===== src/bis_pkg.sv =====
// Shared constants, codes and the queued item type of the bilinear image sampler.
`default_nettype none

package bis_pkg;

  localparam int MAX_COLS     = 256;
  localparam int MAX_ROWS     = 256;
  localparam int FRAC_BITS    = 8;
  localparam int SAMPLE_BITS  = 16;
  localparam int COORD_BITS   = 18;
  localparam int SIZE_BITS    = 9;
  localparam int POS_BITS     = 8;
  localparam int CFG_IDX_BITS = 4;

  localparam int COL_BITS      = $clog2(MAX_COLS);
  localparam int ROW_BITS      = $clog2(MAX_ROWS);
  localparam int INT_BITS      = COORD_BITS - FRAC_BITS;
  localparam int BANK_SEL_BITS = 2;
  localparam int NUM_BANKS     = 4;
  localparam int BANK_AW       = COL_BITS + ROW_BITS - 2;
  localparam int QUEUE_DEPTH   = 2;

  typedef enum logic {
    OP_WRITE  = 1'b0,
    OP_SAMPLE = 1'b1
  } opcode_e;

  typedef enum logic [CFG_IDX_BITS-1:0] {
    CFG_GRID_WIDTH  = 4'd0,
    CFG_GRID_HEIGHT = 4'd1
  } cfg_idx_e;

  // One decoded item between front and back. Banks are indexed {row[0], col[0]}.
  typedef struct packed {
    logic                                 is_sample;
    logic [BANK_SEL_BITS-1:0]             wr_bank;
    logic [NUM_BANKS-1:0][BANK_AW-1:0]    addr;
    logic signed [SAMPLE_BITS-1:0]        wr_value;
    logic [FRAC_BITS-1:0]                 fx;
    logic [FRAC_BITS-1:0]                 fy;
    logic                                 x0_odd;
    logic                                 x1_odd;
    logic                                 y0_odd;
    logic                                 y1_odd;
  } item_t;

endpackage

`default_nettype wire


===== src/bis_queue.sv =====
// Short FIFO of decoded items between front end and back end.
`default_nettype none

module bis_queue (
  input  wire logic            clk_i,
  input  wire logic            rst_ni,
  input  wire logic            push_valid_i,
  output logic                 push_ready_o,
  input  wire bis_pkg::item_t  push_item_i,
  output logic                 pop_valid_o,
  input  wire logic            pop_ready_i,
  output bis_pkg::item_t       pop_item_o
);

  localparam int PTR_W = (bis_pkg::QUEUE_DEPTH > 1) ? $clog2(bis_pkg::QUEUE_DEPTH) : 1;
  localparam int CNT_W = $clog2(bis_pkg::QUEUE_DEPTH + 1);

  bis_pkg::item_t   entries_q [bis_pkg::QUEUE_DEPTH];
  logic [PTR_W-1:0] wr_ptr_q, wr_ptr_d;
  logic [PTR_W-1:0] rd_ptr_q, rd_ptr_d;
  logic [CNT_W-1:0] count_q, count_d;
  logic             push, pop;

  function automatic logic [PTR_W-1:0] next_ptr(input logic [PTR_W-1:0] p);
    return (p == PTR_W'(bis_pkg::QUEUE_DEPTH - 1)) ? '0 : p + 1'b1;
  endfunction

  assign push_ready_o = (count_q != CNT_W'(bis_pkg::QUEUE_DEPTH));
  assign pop_valid_o  = (count_q != '0);
  assign pop_item_o   = entries_q[rd_ptr_q];
  assign push         = push_valid_i && push_ready_o;
  assign pop          = pop_valid_o && pop_ready_i;

  always_comb begin
    wr_ptr_d = push ? next_ptr(wr_ptr_q) : wr_ptr_q;
    rd_ptr_d = pop ? next_ptr(rd_ptr_q) : rd_ptr_q;
    count_d  = count_q + CNT_W'(push) - CNT_W'(pop);
  end

  always_ff @(posedge clk_i or negedge rst_ni) begin
    if (!rst_ni) begin
      wr_ptr_q <= '0;
      rd_ptr_q <= '0;
      count_q  <= '0;
    end else begin
      wr_ptr_q <= wr_ptr_d;
      rd_ptr_q <= rd_ptr_d;
      count_q  <= count_d;
    end
  end

  always_ff @(posedge clk_i) begin
    if (push) begin
      entries_q[wr_ptr_q] <= push_item_i;
    end
  end

  a_count_bound: assert property (@(posedge clk_i) disable iff (!rst_ni)
    count_q <= CNT_W'(bis_pkg::QUEUE_DEPTH))
    else $error("queue fill count above depth");

  a_push_only_grows: assert property (@(posedge clk_i) disable iff (!rst_ni)
    (push && !pop) |=> (count_q == $past(count_q) + 1'b1))
    else $error("queue count did not grow on a lone push");

endmodule

`default_nettype wire


===== config.mk =====
export PLATFORM = sky130hd
export DESIGN_NAME = bis_queue
export DESIGN_NICKNAME = d
export VERILOG_FILES = /design/src/bis_pkg.sv /design/src/bis_queue.sv
export SDC_FILE = /design/constraint.sdc
export NUM_CORES = 1
export LEC_CHECK = 0
export CORE_MARGIN = 10
export CORE_UTILIZATION = 56
export DETAILED_ROUTE_END_ITERATION = 7
export DONT_BUFFER_PORTS = 1
export HOLD_SLACK_MARGIN = 0.08
export MAX_ROUTING_LAYER = met4
export PLACE_DENSITY_LB_ADDON = 0.25
export SLEW_MARGIN = 20
export SYNTH_ARGS = -nofsm -noshare
export SYNTH_HDL_FRONTEND = slang
export SYNTH_SLANG_ARGS = --single-unit

===== constraint.sdc =====
create_clock -name clk_i -period 5.3 [get_ports clk_i]
set_input_delay 1.06 -clock clk_i [delete_from_list [all_inputs] [get_ports clk_i]]
set_output_delay 1.06 -clock clk_i [all_outputs]
set_load 0.01 [all_outputs]

==> impl_metrics.csv, run 1 <==
group,metric,value,unit
status,outcome,"complete, no violations",
floorplanning,core,12700,sq um
sta,fmax,315,MHz
layout,stdcell_area,7970,sq um
clock_tree,cts_root_buf,"clkbuf_16",
clock_tree,postCtsResizedCells,0,
sta,finalCritPeriodShare,59.9,%
sta,finalSetupViolCount,0,
sta,worstMarginPinSlew,0.763,ns
logic_synthesis,syn_nets,418,
detailed_routing,drc,0,
pwr,power,4.55,mW
sta,tns,0,ns
place,dp_cells,483,
sta,max-slew-margin-rel,49.1,%
clock_tree,cts_buffers,17,
critical_path,end_kind,"primary output",
sta,hold_violations,0,
floorplanning,pin_count,196,
logic_synthesis,synth_area,7280,sq um
grt,grt_overflow,0,
critical_path,crit_family,"flip-flops",
critical_path,startpoint,"rd_ptr_q$_DFFE_PN0P_",
detailed_routing,routedWlPerCell,24.4,um
floorplanning,die_h,134,um
clock_tree,htree_levels,4,
place,io_buffers,0,
critical_path,cp_data_required_time,4.24,ns
layout,regArea,5810,sq um
detailed_routing,antenna_left,0,
floorplanning,die_x,134,um
layout,layout-drive-gt1-share,37.5,%
clock_tree,cts_tree,"done",
pwr,vdd_drop_max,323,uV
critical_path,cp_cell_sequence,"buf_4, mux2_2",
grt,grt_pass1_wl,18700,um
sta,period_needed,3.17,ns
grt,grt_max_degree,60,
critical_path,crit_slowest_cell,"dfrtp_4",
floorplanning,num_rows,41,
critical_path,rr_endpoint,"entries_q[1][36]$_DFFE_PP_",
logic_synthesis,yosys_warnings,0,
sta,holdWs,0.332,ns
logic_synthesis,ys_ff_latch,194,
critical_path,start_kind,"register",
grt,antenna_found_initial,0,
sta,rsz0062_at_grt,"false",
layout,layout.nets,431,
detailed_routing,avgViaCountPerCell,5.58,
layout,syn_to_final_growth,9.49,%
floorplanning,die_area,18000,sq um
place,post-place-ws,2.48,ns
critical_path,crit_type,"reg2out",
clock_tree,clockBufferDepth,2,
floorplanning,initial_core_util,57.4,%
place,placed_cell_area,7420,sq um
grt,first_global_vias,3143,
critical_path,r2r_slack,2.85,ns
grt,gr-usage-all-layers,14.6,%
detailed_routing,routed_wl,12600,um
layout,finalNonFillerCells,516,
layout,diodes,0,
logic_synthesis,postSynthCellCount,318,
logic_synthesis,synth_cell_types,21,
clock_tree,post-cts-setup-buffers,0,
clock_tree,insertion_delay,0.42,ns
critical_path,critPathBufInv,1,
detailed_routing,vias,2877,
sta,finalMaxSlewViolations,0,
sta,fin_worst_skew,0.00481,ns
place,dp_hpwl,8790,um
clock_tree,clk_pin_slew,0.06,ns
pwr,power_per_cell_area,571,nW/um^2
critical_path,r2r_start,"count_q[0]$_DFF_PN0_",
clock_tree,cts.sinks,194,
layout,final_core_utilization,62.9,%
critical_path,max_stage_delay,0.62,ns
layout,multi_input_area,1350,sq um
logic_synthesis,avgSynthCellArea,22.9,sq um
pwr,cellLeakagePower,2.69,nW
detailed_routing,first_pass_iters,4,
layout,fillCellCount,874,
critical_path,crit_arrival,2.11,ns
min_path,hold_class,"in2async",
flow_run,drv_cap,0,
detailed_routing,dr.first_iter.drc_count,190,
logic_synthesis,ys_seq_area_share,79.8,%
clock_tree,ctsHoldBuffers,0,
place,gp_congestion,0.720,
critical_path,reg2regPathDepth,3,
critical_path,crit_fanout,46,
sta,worst_slack,2.13,ns
-- state kept, by name, indices dropped and copies added (netlist names) --
name,flops
wr_ptr_q,1
count_q,2
rd_ptr_q,1
entries_q,190
-- cell usage in the layout, fill, tap and decap left out, drive strengths merged, types with 2 or more instances in the layout --
cell type,netlist,final
buf,11,5
nor2,3,3
xnor2,3,3
edfxtp,190,190
clkinv,0,8
nand2,2,2
clkinvlp,0,2
clkbuf,0,20
dfrtp,4,4
mux2,95,95
-- power by group --
group	switching (mW)	internal (mW)	leakage, nW	total [mW]
Combinational	0.692	0.505	0.624	1.20
Clock	0.495	0.638	0.252	1.13
Sequential	0.117	2.10	1.81	2.22
Total	1.30	3.24	2.69	4.55
-- layout make-up --
type                            count  area share (%)
Clock inverter                     12            1.15
Sequential cell                   194            72.9
Timing Repair Buffer                5           0.785
Multi-Input combinational cell    113            17.0
Clock buffer                       20            5.48
Tap cell                          172            2.70
-- worst max-delay path by stage --
stage	end	cells past startpoint
2_1_floorplan	entries_q[0][0]$_DFFE_PP_	2
3_3_place_gp	entries_q[0][65]$_DFFE_PP_	3
3_5_place_dp	entries_q[0][65]$_DFFE_PP_	3
4_1_cts	pop_item_o[27]	2
5_1_grt	pop_item_o[78]	2
6_report	pop_item_o[79]	2
-- layer usage --
| metal | GRT usage [%] | vias to the layer above | wire (um) |
|---|---|---|---|
| li1 | - | 1284 | - |
| met1 | 14.1 | 1434 | 4280 |
| met2 | 21.8 | 145 | 6030 |
| met3 | 10.7 | 14 | 2090 |
| met4 | 5.99 | 0 | 165 |
| met5 | - | - | 0 |
-- Yosys cell counts (all sizes together) --
library cell / count / area share (%)
a211oi: 1 / 0.10
a21bo: 1 / 0.14
a32oi: 1 / 0.12
and3: 1 / 0.086
buf: 11 / 1.8
dfrtp: 4 / 1.4
edfxtp: 190 / 78
ha: 1 / 0.17
mux2: 95 / 17
nand2: 2 / 0.10
nand2b: 1 / 0.086
nand3: 1 / 0.069
nor2: 3 / 0.15
nor2b: 1 / 0.086
o21ai: 1 / 0.069
or2: 1 / 0.086
xnor2: 3 / 0.36
-- kinds of logic after synthesis --
logic type / count (synthesis) / synth area share [%]
XOR/XNOR: 3 / 0.361
AND/OR/NAND/NOR: 10 / 0.671
AO/OA/AOI/OAI: 4 / 0.430
flip-flops: 194 / 79.8
buffers and inverters: 11 / 1.81
adder cells (fa/ha/maj): 1 / 0.172
multiplexers: 95 / 16.8
No activity file was read; power rests on OpenSTA's default activity.
==> run 2: changes to the inputs <==
Clock period 5.3 ns to 2.8 ns, I/O delays scaled along.
==> run 2 against run 1 <==
Clock skew up 0.0068 ns. Hold slack got worse by 0.098 ns. Clock power increased by 110%. Sequential share of layout area fell by 0.85 points. Critical path depth unchanged. Largest power group unchanged.
==> impl_metrics.csv, run 2 (synthesis gave the netlist of run 1 again) <==
group,metric,value,unit
layout,diodes,0,
sta,max-slew-margin-rel,54.4,%
critical_path,crit_arrival,1.83,ns
critical_path,cp_cell_sequence,"buf_4, mux2_2",
layout,fillCellCount,884,
sta,tns,0,ns
floorplanning,die_x,134,um
layout,syn_to_final_growth,10.8,%
clock_tree,clk_pin_slew,0.07,ns
status,outcome,"complete, no violations",
sta,finalCritPeriodShare,85.2,%
clock_tree,postCtsResizedCells,0,
pwr,vdd_drop_max,649,uV
sta,period_needed,2.39,ns
min_path,hold_class,"in2reg",
floorplanning,pin_count,196,
critical_path,critPathBufInv,1,
clock_tree,cts_tree,"done",
critical_path,end_kind,"primary output",
pwr,power_per_cell_area,1100,nW/um^2
critical_path,crit_slowest_cell,"buf_4",
sta,fmax,419,MHz
clock_tree,cts_buffers,17,
detailed_routing,avgViaCountPerCell,5.60,
floorplanning,initial_core_util,57.4,%
sta,fin_worst_skew,0.0116,ns
layout,layout.nets,433,
detailed_routing,antenna_left,0,
sta,worstMarginPinSlew,0.683,ns
detailed_routing,first_pass_iters,4,
grt,first_global_vias,3158,
layout,regMostFlops,"entries_q",
critical_path,crit_fanout,44,
grt,grt_max_degree,53,
floorplanning,die_h,134,um
sta,hold_violations,0,
pwr,cellLeakagePower,2.74,nW
place,dp_hpwl,8840,um
layout,multi_input_area,1350,sq um
sta,finalSetupViolCount,0,
floorplanning,num_rows,41,
layout,final_core_utilization,63.6,%
critical_path,max_stage_delay,0.49,ns
grt,antenna_found_initial,0,
place,io_buffers,0,
clock_tree,insertion_delay,0.42,ns
clock_tree,cts_root_buf,"clkbuf_16",
detailed_routing,routedWlPerCell,24.4,um
grt,gr-usage-all-layers,14.4,%
clock_tree,htree_levels,4,
critical_path,cp_data_required_time,2.24,ns
floorplanning,die_area,18000,sq um
layout,biggestRegsByFlops,"entries_q: 190 flops, count_q: 2 flops",
grt,grt_overflow,0,
layout,final_common_cell,"edfxtp_1",
critical_path,crit_type,"reg2out",
critical_path,r2r_slack,0.83,ns
detailed_routing,vias,2902,
sta,rsz0062_at_grt,"false",
floorplanning,core,12700,sq um
layout,layout-drive-gt1-share,39.3,%
critical_path,crit_family,"buffers and inverters",
grt,grt_pass1_wl,18800,um
layout,regArea,5810,sq um
clock_tree,clockBufferDepth,2,
detailed_routing,drc,0,
detailed_routing,dr.first_iter.drc_count,222,
clock_tree,cts.sinks,194,
layout,largest_reg_flops,190,
sta,finalMaxSlewViolations,0,
place,gp_congestion,0.719,
detailed_routing,routed_wl,12600,um
critical_path,start_kind,"register",
layout,final_cell_mix,"edfxtp_1, mux2_2, mux2_4",
flow_run,drv_cap,0,
-- run 2: cell types whose count changed in the layout (fill, tap and decap cells not counted) --
cell	before	now
clkbuf_8	0	5
clkinv_1	5	0
buf_4	3	4
bufinv_16	1	2
clkbuf_1	3	2
clkinv_4	1	2
dlygate4sd3_1	0	1
inv_6	1	0
-- run 2: timing repair --
action / in CTS / in global routing
setup buffers: 0 / 0
hold buffers: 1 / 0
endpoints found under the hold margin: 4 / 0
-- run 2: worst paths after layout --
check                           cells past startpoint            startpoint                    endpoint
worst max-delay path                                2  rd_ptr_q$_DFFE_PN0P_              pop_item_o[27]
worst min-delay path                                0        push_item_i[3]   entries_q[0][3]$_DFFE_PP_
max in group asynchronous                           1                rst_ni        rd_ptr_q$_DFFE_PN0P_
min in group asynchronous                           1                rst_ni        count_q[0]$_DFF_PN0_
worst max register to register                      4  count_q[0]$_DFF_PN0_  entries_q[0][73]$_DFFE_PP_
worst min register to register                      1  wr_ptr_q$_DFFE_PN0P_        wr_ptr_q$_DFFE_PN0P_
-- run 2: routing by layer --
metal	part of all wire, %	GRT usage, %	vias to the layer above
met2	49	21.4	144
met3	14	8.96	13
met1	36	15.2	1458
met5	0	-	-
met4	1.4	5.80	0
li1	-	-	1287
-- run 2: cell type report --
class                   count  area share, %
clock buffers              24           6.22
clock inverters             8           1.27
flip-flops and latches    194           72.1
repair buffers              7          0.993
multi-input cells         113           16.8
well taps                 172           2.67
-- run 2: power breakdown --
part | switching (mW) | internal (mW) | leakage (nW)
registers | 0.170 | 3.97 | 1.81
logic | 1.36 | 0.969 | 0.634
clock network | 0.946 | 1.44 | 0.292
total | 2.48 | 6.38 | 2.74
-- run 2: per-stage QoR --
| step | power (mW) | setup slack [ns] | hold slack, ns | cell area (sq um) | cells |
|---|---|---|---|---|---|
| global route | 9.26 | 0.330 | 0.205 | 8060 | 518 |
| CTS | 9.00 | 0.371 | 0.209 | 8060 | 518 |
| finish | 8.86 | 0.413 | 0.234 | 8060 | 518 |
| floorplan | 6.22 | 0.235 | 0.264 | 7280 | 318 |
| global placement | 6.55 | 0.868 | 0.265 | 7450 | 485 |
| detailed placement | 6.59 | 0.836 | 0.265 | 7450 | 485 |
