--- config.mk ---
export PLATFORM = sky130hd
export DESIGN_NAME = bis_front_flat
export DESIGN_NICKNAME = d
export VERILOG_FILES = /design/src/bis_pkg.sv /design/src/bis_if.sv /design/src/bis_front.sv /design/src/flat_wrapper.sv
export SDC_FILE = /design/constraint.sdc
export NUM_CORES = 1
export LEC_CHECK = 0
export BUFFER_PORTS_ARGS = -buffer_cell sky130_fd_sc_hd__buf_2
export CAP_MARGIN = 40
export CORE_MARGIN = 3
export CORE_UTILIZATION = 45
export DETAILED_ROUTE_END_ITERATION = 6
export PLACE_DENSITY = 0.75
export SLEW_MARGIN = 20
export SYNTH_ARGS = -nofsm -noshare
export SYNTH_HDL_FRONTEND = slang
export SYNTH_SLANG_ARGS = --single-unit
export TNS_END_PERCENT = 5
--- constraint.sdc ---
create_clock -name clk_i -period 8.1 [get_ports clk_i]
set_clock_uncertainty 0.05 [all_clocks]
set_input_delay 1.62 -clock clk_i [delete_from_list [all_inputs] [get_ports clk_i]]
set_output_delay 1.62 -clock clk_i [all_outputs]
set_load 0.05 [all_outputs]
--- src/bis_pkg.sv ---
// Shared constants, codes and the queued item type of the bilinear image sampler.
`default_nettype none

package bis_pkg;

  localparam int MAX_COLS     = 256;
  localparam int MAX_ROWS     = 256;
  localparam int FRAC_BITS    = 8;
  localparam int SAMPLE_BITS  = 16;
  localparam int COORD_BITS   = 18;
  localparam int SIZE_BITS    = 9;
  localparam int POS_BITS     = 8;
  localparam int CFG_IDX_BITS = 4;

  localparam int COL_BITS      = $clog2(MAX_COLS);
  localparam int ROW_BITS      = $clog2(MAX_ROWS);
  localparam int INT_BITS      = COORD_BITS - FRAC_BITS;
  localparam int BANK_SEL_BITS = 2;
  localparam int NUM_BANKS     = 4;
  localparam int BANK_AW       = COL_BITS + ROW_BITS - 2;
  localparam int QUEUE_DEPTH   = 2;

  typedef enum logic {
    OP_WRITE  = 1'b0,
    OP_SAMPLE = 1'b1
  } opcode_e;

  typedef enum logic [CFG_IDX_BITS-1:0] {
    CFG_GRID_WIDTH  = 4'd0,
    CFG_GRID_HEIGHT = 4'd1
  } cfg_idx_e;

  // One decoded item between front and back. Banks are indexed {row[0], col[0]}.
  typedef struct packed {
    logic                                 is_sample;
    logic [BANK_SEL_BITS-1:0]             wr_bank;
    logic [NUM_BANKS-1:0][BANK_AW-1:0]    addr;
    logic signed [SAMPLE_BITS-1:0]        wr_value;
    logic [FRAC_BITS-1:0]                 fx;
    logic [FRAC_BITS-1:0]                 fy;
    logic                                 x0_odd;
    logic                                 x1_odd;
    logic                                 y0_odd;
    logic                                 y1_odd;
  } item_t;

endpackage

`default_nettype wire

--- src/bis_if.sv ---
// Handshake channel interfaces: request, response and configuration write.
`default_nettype none

interface bis_req_if;
  logic                                   valid;
  logic                                   ready;
  logic                                   opcode;
  logic [bis_pkg::POS_BITS-1:0]           write_col;
  logic [bis_pkg::POS_BITS-1:0]           write_row;
  logic signed [bis_pkg::SAMPLE_BITS-1:0] write_value;
  logic signed [bis_pkg::COORD_BITS-1:0]  coord_x;
  logic signed [bis_pkg::COORD_BITS-1:0]  coord_y;

  modport source (output valid, opcode, write_col, write_row, write_value, coord_x, coord_y,
                  input ready);
  modport sink (input valid, opcode, write_col, write_row, write_value, coord_x, coord_y,
                output ready);
endinterface


interface bis_cfg_if;
  logic                              valid;
  logic                              ready;
  logic [bis_pkg::CFG_IDX_BITS-1:0]  index;
  logic [bis_pkg::SIZE_BITS-1:0]     data;

  modport source (output valid, index, data, input ready);
  modport sink (input valid, index, data, output ready);
endinterface

`default_nettype wire

--- src/bis_front.sv ---
// Front end: size registers, item decode, axis clamping and bank address generation.
`default_nettype none

module bis_front (
  input  wire logic          clk_i,
  input  wire logic          rst_ni,
  bis_cfg_if.sink            cfg_i,
  bis_req_if.sink            req_i,
  output bis_pkg::item_t     push_item_o,
  output logic               push_valid_o,
  input  wire logic          push_ready_i
);

  typedef struct packed {
    logic [bis_pkg::COL_BITS-1:0]  i0;
    logic [bis_pkg::COL_BITS-1:0]  i1;
    logic [bis_pkg::FRAC_BITS-1:0] frac;
  } axis_t;

  logic [bis_pkg::SIZE_BITS-1:0] width_q, width_d;
  logic [bis_pkg::SIZE_BITS-1:0] height_q, height_d;

  // Size register to highest usable index: zero acts as 1, oversize as the maximum.
  function automatic logic [bis_pkg::COL_BITS-1:0] eff_hi(
    input logic [bis_pkg::SIZE_BITS-1:0] sz,
    input int                            max_sz
  );
    logic [bis_pkg::SIZE_BITS-1:0] r;
    if (sz == '0) begin
      r = '0;
    end else if (sz > bis_pkg::SIZE_BITS'(max_sz)) begin
      r = bis_pkg::SIZE_BITS'(max_sz - 1);
    end else begin
      r = sz - 1'b1;
    end
    return r[bis_pkg::COL_BITS-1:0];
  endfunction

  function automatic logic [bis_pkg::COL_BITS-1:0] clamp(
    input logic signed [bis_pkg::INT_BITS:0] v,
    input logic [bis_pkg::COL_BITS-1:0]      hi
  );
    logic [bis_pkg::COL_BITS-1:0] r;
    if (v < 0) begin
      r = '0;
    end else if (v > $signed({{(bis_pkg::INT_BITS+1-bis_pkg::COL_BITS){1'b0}}, hi})) begin
      r = hi;
    end else begin
      r = v[bis_pkg::COL_BITS-1:0];
    end
    return r;
  endfunction

  // floor/ceil neighbours, clamped; fraction dropped when both land on one cell
  function automatic axis_t axis(
    input logic signed [bis_pkg::COORD_BITS-1:0] c,
    input logic [bis_pkg::COL_BITS-1:0]          hi
  );
    logic signed [bis_pkg::INT_BITS:0] fl;
    logic signed [bis_pkg::INT_BITS:0] ce;
    logic [bis_pkg::FRAC_BITS-1:0]     f;
    axis_t                             r;
    f    = c[bis_pkg::FRAC_BITS-1:0];
    fl   = (bis_pkg::INT_BITS+1)'($signed(c[bis_pkg::COORD_BITS-1:bis_pkg::FRAC_BITS]));
    ce   = fl + (bis_pkg::INT_BITS+1)'(f != '0);
    r.i0 = clamp(fl, hi);
    r.i1 = clamp(ce, hi);
    r.frac = (r.i0 == r.i1) ? '0 : f;
    return r;
  endfunction

  assign cfg_i.ready = 1'b1;

  always_comb begin
    width_d  = width_q;
    height_d = height_q;
    if (cfg_i.valid) begin
      case (cfg_i.index)
        bis_pkg::CFG_GRID_WIDTH:  width_d  = cfg_i.data;
        bis_pkg::CFG_GRID_HEIGHT: height_d = cfg_i.data;
        default: ;
      endcase
    end
  end

  always_ff @(posedge clk_i or negedge rst_ni) begin
    if (!rst_ni) begin
      width_q  <= bis_pkg::SIZE_BITS'(bis_pkg::MAX_COLS);
      height_q <= bis_pkg::SIZE_BITS'(bis_pkg::MAX_ROWS);
    end else begin
      width_q  <= width_d;
      height_q <= height_d;
    end
  end

  axis_t ax, ay;
  logic  [bis_pkg::COL_BITS-1:0] col_sel;
  logic  [bis_pkg::ROW_BITS-1:0] row_sel;

  always_comb begin
    ax = axis(req_i.coord_x, eff_hi(width_q, bis_pkg::MAX_COLS));
    ay = axis(req_i.coord_y, eff_hi(height_q, bis_pkg::MAX_ROWS));
    col_sel = '0;
    row_sel = '0;

    push_item_o           = '0;
    push_item_o.is_sample = (req_i.opcode == bis_pkg::OP_SAMPLE);
    push_item_o.wr_bank   = {req_i.write_row[0], req_i.write_col[0]};
    push_item_o.wr_value  = req_i.write_value;
    push_item_o.fx        = ax.frac;
    push_item_o.fy        = ay.frac;
    push_item_o.x0_odd    = ax.i0[0];
    push_item_o.x1_odd    = ax.i1[0];
    push_item_o.y0_odd    = ay.i0[0];
    push_item_o.y1_odd    = ay.i1[0];

    for (int b = 0; b < bis_pkg::NUM_BANKS; b++) begin
      if (push_item_o.is_sample) begin
        // each parity bank serves whichever neighbour has its parity
        col_sel = (ax.i0[0] == b[0]) ? ax.i0 : ax.i1;
        row_sel = (ay.i0[0] == b[1]) ? ay.i0 : ay.i1;
        push_item_o.addr[b] = {row_sel[bis_pkg::ROW_BITS-1:1], col_sel[bis_pkg::COL_BITS-1:1]};
      end else begin
        // the store spans every position the write fields can name
        push_item_o.addr[b] = {req_i.write_row[bis_pkg::POS_BITS-1:1],
                               req_i.write_col[bis_pkg::POS_BITS-1:1]};
      end
    end
  end

  assign push_valid_o = req_i.valid;
  assign req_i.ready  = push_ready_i;

endmodule

`default_nettype wire

--- src/flat_wrapper.sv ---
// flat-port wrapper written by rule: the top's interface ports become plain ports
module bis_front_flat 
  (clk_i, rst_ni, push_item_o, push_valid_o, push_ready_i, cfg_i_valid, cfg_i_index, cfg_i_data, cfg_i_ready, req_i_valid, req_i_opcode, req_i_write_col, req_i_write_row, req_i_write_value, req_i_coord_x, req_i_coord_y, req_i_ready);
  bis_cfg_if cfg_i_i ();
  bis_req_if req_i_i ();
  input  wire logic clk_i;
  input  wire logic rst_ni;
  output bis_pkg::item_t push_item_o;
  output logic push_valid_o;
  input  wire logic push_ready_i;
  input wire logic [$bits(cfg_i_i.valid)-1:0] cfg_i_valid;
  input wire logic [$bits(cfg_i_i.index)-1:0] cfg_i_index;
  input wire logic [$bits(cfg_i_i.data)-1:0] cfg_i_data;
  output wire logic [$bits(cfg_i_i.ready)-1:0] cfg_i_ready;
  input wire logic [$bits(req_i_i.valid)-1:0] req_i_valid;
  input wire logic [$bits(req_i_i.opcode)-1:0] req_i_opcode;
  input wire logic [$bits(req_i_i.write_col)-1:0] req_i_write_col;
  input wire logic [$bits(req_i_i.write_row)-1:0] req_i_write_row;
  input wire logic [$bits(req_i_i.write_value)-1:0] req_i_write_value;
  input wire logic [$bits(req_i_i.coord_x)-1:0] req_i_coord_x;
  input wire logic [$bits(req_i_i.coord_y)-1:0] req_i_coord_y;
  output wire logic [$bits(req_i_i.ready)-1:0] req_i_ready;
  assign cfg_i_i.valid = cfg_i_valid;
  assign cfg_i_i.index = cfg_i_index;
  assign cfg_i_i.data = cfg_i_data;
  assign cfg_i_ready = cfg_i_i.ready;
  assign req_i_i.valid = req_i_valid;
  assign req_i_i.opcode = req_i_opcode;
  assign req_i_i.write_col = req_i_write_col;
  assign req_i_i.write_row = req_i_write_row;
  assign req_i_i.write_value = req_i_write_value;
  assign req_i_i.coord_x = req_i_coord_x;
  assign req_i_i.coord_y = req_i_coord_y;
  assign req_i_ready = req_i_i.ready;
  bis_front u_core (.clk_i(clk_i), .rst_ni(rst_ni), .cfg_i(cfg_i_i), .req_i(req_i_i), .push_item_o(push_item_o), .push_valid_o(push_valid_o), .push_ready_i(push_ready_i));
endmodule
==> impl_table.tex <==
\begin{tabular}{lr}
\hline
Metric & Value \\
\hline
\multicolumn{2}{l}{\textbf{Status}} \\
\quad Run status & finished clean \\
\multicolumn{2}{l}{\textbf{Global route}} \\
\quad Vias in the first global route & between 4,000 and 5,000 \\
\quad Global-route wire length before repair & 23,000 µm \\
\quad Residual overflow from global routing & 0 \\
\quad Antenna violations before repair & 0 \\
\quad Pin count of the biggest net entering global routing & between 40 and 50 \\
\quad Aggregate global-route resource usage & 0.244 \\
\multicolumn{2}{l}{\textbf{Logic synthesis}} \\
\quad Number of warnings issued by yosys & 0 \\
\quad Ranking of synthesized cells by area & sky130\_fd\_sc\_hd\_\_ha\_1 11\%, sky130\_fd\_sc\_hd\_\_dfrtp\_1 8.9\%, sky130\_fd\_sc\_hd\_\_buf\_4 8.5\% \\
\quad Mean cell area of the mapped netlist & 7.34 µm² \\
\quad Post-synthesis register bit count & 18 \\
\quad Share of synthesized flip-flops with an asynchronous set or reset & 1.00 \\
\quad Mapped Area & about 4500 µm² \\
\quad Most area-hungry cell type in the Yosys netlist & sky130\_fd\_sc\_hd\_\_ha\_1 \\
\quad Cells after Synth & 614 \\
\quad Dominant synthesized flop cell & sky130\_fd\_sc\_hd\_\_dfrtp\_1 \\
\quad Most common library cells after synthesis & 51 x sky130\_fd\_sc\_hd\_\_buf\_4, 45 x sky130\_fd\_sc\_hd\_\_inv\_1, 41 x sky130\_fd\_sc\_hd\_\_a21oi\_1, 41 x sky130\_fd\_sc\_hd\_\_nand2\_1 \\
\quad Syn nets & 739 \\
\quad Count leader, synth & sky130\_fd\_sc\_hd\_\_buf\_4 \\
\quad Sequential-to-total area share from yosys stat & 0.101 \\
\quad Post-synth cell types & a little under 90 \\
\quad EDFF count, synth & 0 \\
\quad Proportion of netlist area held by the largest area contributor & 0.106 \\
\multicolumn{2}{l}{\textbf{Timing}} \\
\quad Setup total negative slack & 0 ps \\
\quad Worst slew margin & 0.442 \\
\quad Final max-slew violation count & 0 \\
\quad Setup repair after global routing missed its margin & no \\
\quad Final critical-path share of the clock period & 0.950 \\
\quad Finish-stage setup viols & 0 \\
\quad Period minus WS final & 7690 ps \\
\quad Transition time at the pin with the least slew margin & 832 ps \\
\quad Max Clock Freq & 130 MHz \\
\quad Final hold violations & 0 \\
\quad Worst-case setup margin in the final layout & 407 ps \\
\multicolumn{2}{l}{\textbf{Placed design}} \\
\quad Post-DP HPWL & 12,100 µm \\
\quad Post-Place Worst Slack & $\sim$480 ps \\
\quad Placed instance area & 4950 µm² \\
\quad Weighted congestion at the end of routability-driven global placement & 0.972 \\
\quad Input/output buffers & between 100 and 150 \\
\multicolumn{2}{l}{\textbf{Drt}} \\
\quad Iteration-0 DRC count of the detailed router & 359 \\
\quad Count of antenna-violating nets left after detailed routing & 0 \\
\quad Post-detailed-route via-to-cell ratio & 6.00 \\
\quad First-pass iteration count of the detailed router & 6 \\
\quad Total wire length after detailed routing & 14,500 µm \\
\quad Average detailed-routed wire length per instance & 17.6 µm \\
\quad Number of vias in the routed layout & 4,940 \\
\quad Remaining routing DRC violations & 0 \\
\multicolumn{2}{l}{\textbf{CTS}} \\
\quad Setup Fix Bufs, Post-CTS & 0 \\
\quad Count of instances resized after the clock tree is built & 0 \\
\quad Count of H-tree levels built during CTS & 1 \\
\quad Clock network latency to the later pin of the worst-skew pair & between 200 and 300 ps \\
\quad Hold buffer count at CTS & 0 \\
\quad CTS Sinks & 18 \\
\quad TritonCTS clock tree & built \\
\quad Clock transition at the registers of the reported paths & $\sim$60 ps \\
\quad Root Driver & sky130\_fd\_sc\_hd\_\_clkbuf\_8 \\
\quad Buffer depth of the longest clock path & 2 \\
\quad TritonCTS Buffers & 3 \\
\multicolumn{2}{l}{\textbf{Worst hold path}} \\
\quad Endpoint, Worst Hold & u\_core.height\_q[4] \\
\quad Cell count of the worst hold path & 1 \\
\quad Source of the worst hold timing path & u\_core.height\_q[4] \\
\quad Hold Path Class & reg -> reg \\
\multicolumn{2}{l}{\textbf{Die}} \\
\quad Number of top-level pins & 185 \\
\quad Overall die area & 11,200 µm² \\
\quad Starting utilization of the core area & 0.474 \\
\quad Die width & 106 µm \\
\quad Placeable core region & 9500 µm² \\
\quad Vertical extent of the die & around 110 µm \\
\quad Count of standard-cell rows & 35 \\
\multicolumn{2}{l}{\textbf{Critical path}} \\
\quad Series of cell instances along the critical path & buf\_2 > nor4\_1 > nand2\_1 > ha\_1 > ha\_1 > nand2\_1 > xor2\_1 > inv\_1 > ha\_1 > nand3\_1 > a211oi\_1 > a2111oi\_2 > buf\_4 > o21ai\_1 > mux2i\_1 > o221ai\_1 > a22oi\_1 > a31oi\_1 > buf\_2 \\
\quad Slowest-stage cell, CP & sky130\_fd\_sc\_hd\_\_a22oi\_1 \\
\quad Largest stage delay, worst path & 570 ps \\
\quad Setup CP Type & in -> out \\
\quad Crit path max fanout & 8 \\
\quad Kind of capture point of the worst setup path & output port \\
\quad Cell repeated most along the worst path & sky130\_fd\_sc\_hd\_\_ha\_1 \\
\quad Internal reg-to-reg setup slack & approximately 7100 ps \\
\quad Signal arrival time at the worst endpoint & 6020 ps \\
\quad Combined buffer and inverter count along the critical path & 4 \\
\quad Data required time of the worst path & 6430 ps \\
\quad Critical Path Source Type & input port \\
\quad Kind of cell adding the most delay to the critical path & compound AO/OA/AOI/OAI gates \\
\quad Worst Reg-to-Reg Cells & 1 \\
\quad Critical register-to-register path startpoint & u\_core.height\_q[8] \\
\quad Critical register-to-register path endpoint & u\_core.height\_q[8] \\
\multicolumn{2}{l}{\textbf{Pwr}} \\
\quad Power consumption & 1390 µW \\
\quad Static leakage & 0.00235 µW \\
\quad Peak VDD IR & about 0.15 mV \\
\quad Pwr dens & 278 nW/µm² \\
\multicolumn{2}{l}{\textbf{Layout}} \\
\quad Antenna diode instance count & 0 \\
\quad Ratio of cells with drive above 1 in the final layout & 0.297 \\
\quad Final non-filler cell area & 5000 µm² \\
\quad Fill count & 949 \\
\quad Layout overhead on the synthesized area & 10.9\% \\
\quad Net total in the final layout & between 800 and 900 \\
\quad Share of the core filled with cells & 0.526 \\
\multicolumn{2}{l}{\textbf{Flow run}} \\
\quad Count of max-cap constraint violations & 0 \\
\hline
\end{tabular}
==> area by class of cell <==
type | instances | area, µm² | area share
flip-flops and latches | 18 | 453 | 0.0906
clock buffers | 4 | 45.0 | 0.00901
repair buffers | 149 | 758 | 0.152
well taps | 129 | 161 | 0.0323
inverters | 47 | 178 | 0.0356
multi-input cells | 476 | 3400 | 0.681
==> state kept, by name (all words and copies together), names as in the netlist <==
signal           count
u_core.height_q      9
u_core.width_q       9
==> cells in the final DEF, fill, tap and decap left out, drive strengths merged, types with 17 or more instances in the layout <==
cell type / netlist / routed
buf: 58 / 149
inv: 46 / 46
nand2: 41 / 41
a21oi: 41 / 41
nor2: 38 / 38
ha: 38 / 38
o21ai: 34 / 34
mux2: 27 / 27
nor3: 27 / 27
nand3: 19 / 19
a31oi: 17 / 17
==> worst max-delay path by stage <==
stage / startpoint / end / slack, ps / depth (start not counted)
after floorplan: req_i_coord_x[1] / push_item_o[83] / 590 / 17
after global placement: req_i_coord_y[1] / push_item_o[8] / 660 / 17
after detailed placement: req_i_coord_x[5] / push_item_o[12] / 480 / 19
after CTS: req_i_coord_x[5] / push_item_o[17] / 480 / 19
after global routing: req_i_coord_x[5] / push_item_o[13] / 40 / 17
final: req_i_coord_x[5] / push_item_o[17] / 410 / 19
==> through the flow <==
step                      hold WS, ps  cells
final                             526    823
after global routing              551    823
after CTS                         522    823
after detailed placement          507    819
after global placement            503    818
after floorplan                   459    614
==> per-layer routing <==
layer / up-vias / wire, µm / GRT usage
met3: 30 / 946 / 0.0206
met5: - / 0 / 0
met4: 0 / 236 / 0.0675
met2: 217 / 6980 / 0.429
li1: 2394 / - / -
met1: 2299 / 6330 / 0.321
==> cell families after synthesis <==
| logic type | synth area share |
|---|---|
| adder cells (fa/ha/maj) | 0.106 |
| AND/OR/NAND/NOR | 0.225 |
| AO/OA/AOI/OAI | 0.283 |
| multiplexers | 0.0986 |
| other | 0.000832 |
| flip-flops | 0.101 |
| XOR/XNOR | 0.0408 |
| buffers and inverters | 0.146 |
==> power by group <==
part	switching, µW	internal (µW)	total [µW]
Clock	30.0	35.0	65.1
Combinational	797	373	1170
Sequential	39.2	113	152
Power figures use the tool's default switching activity.
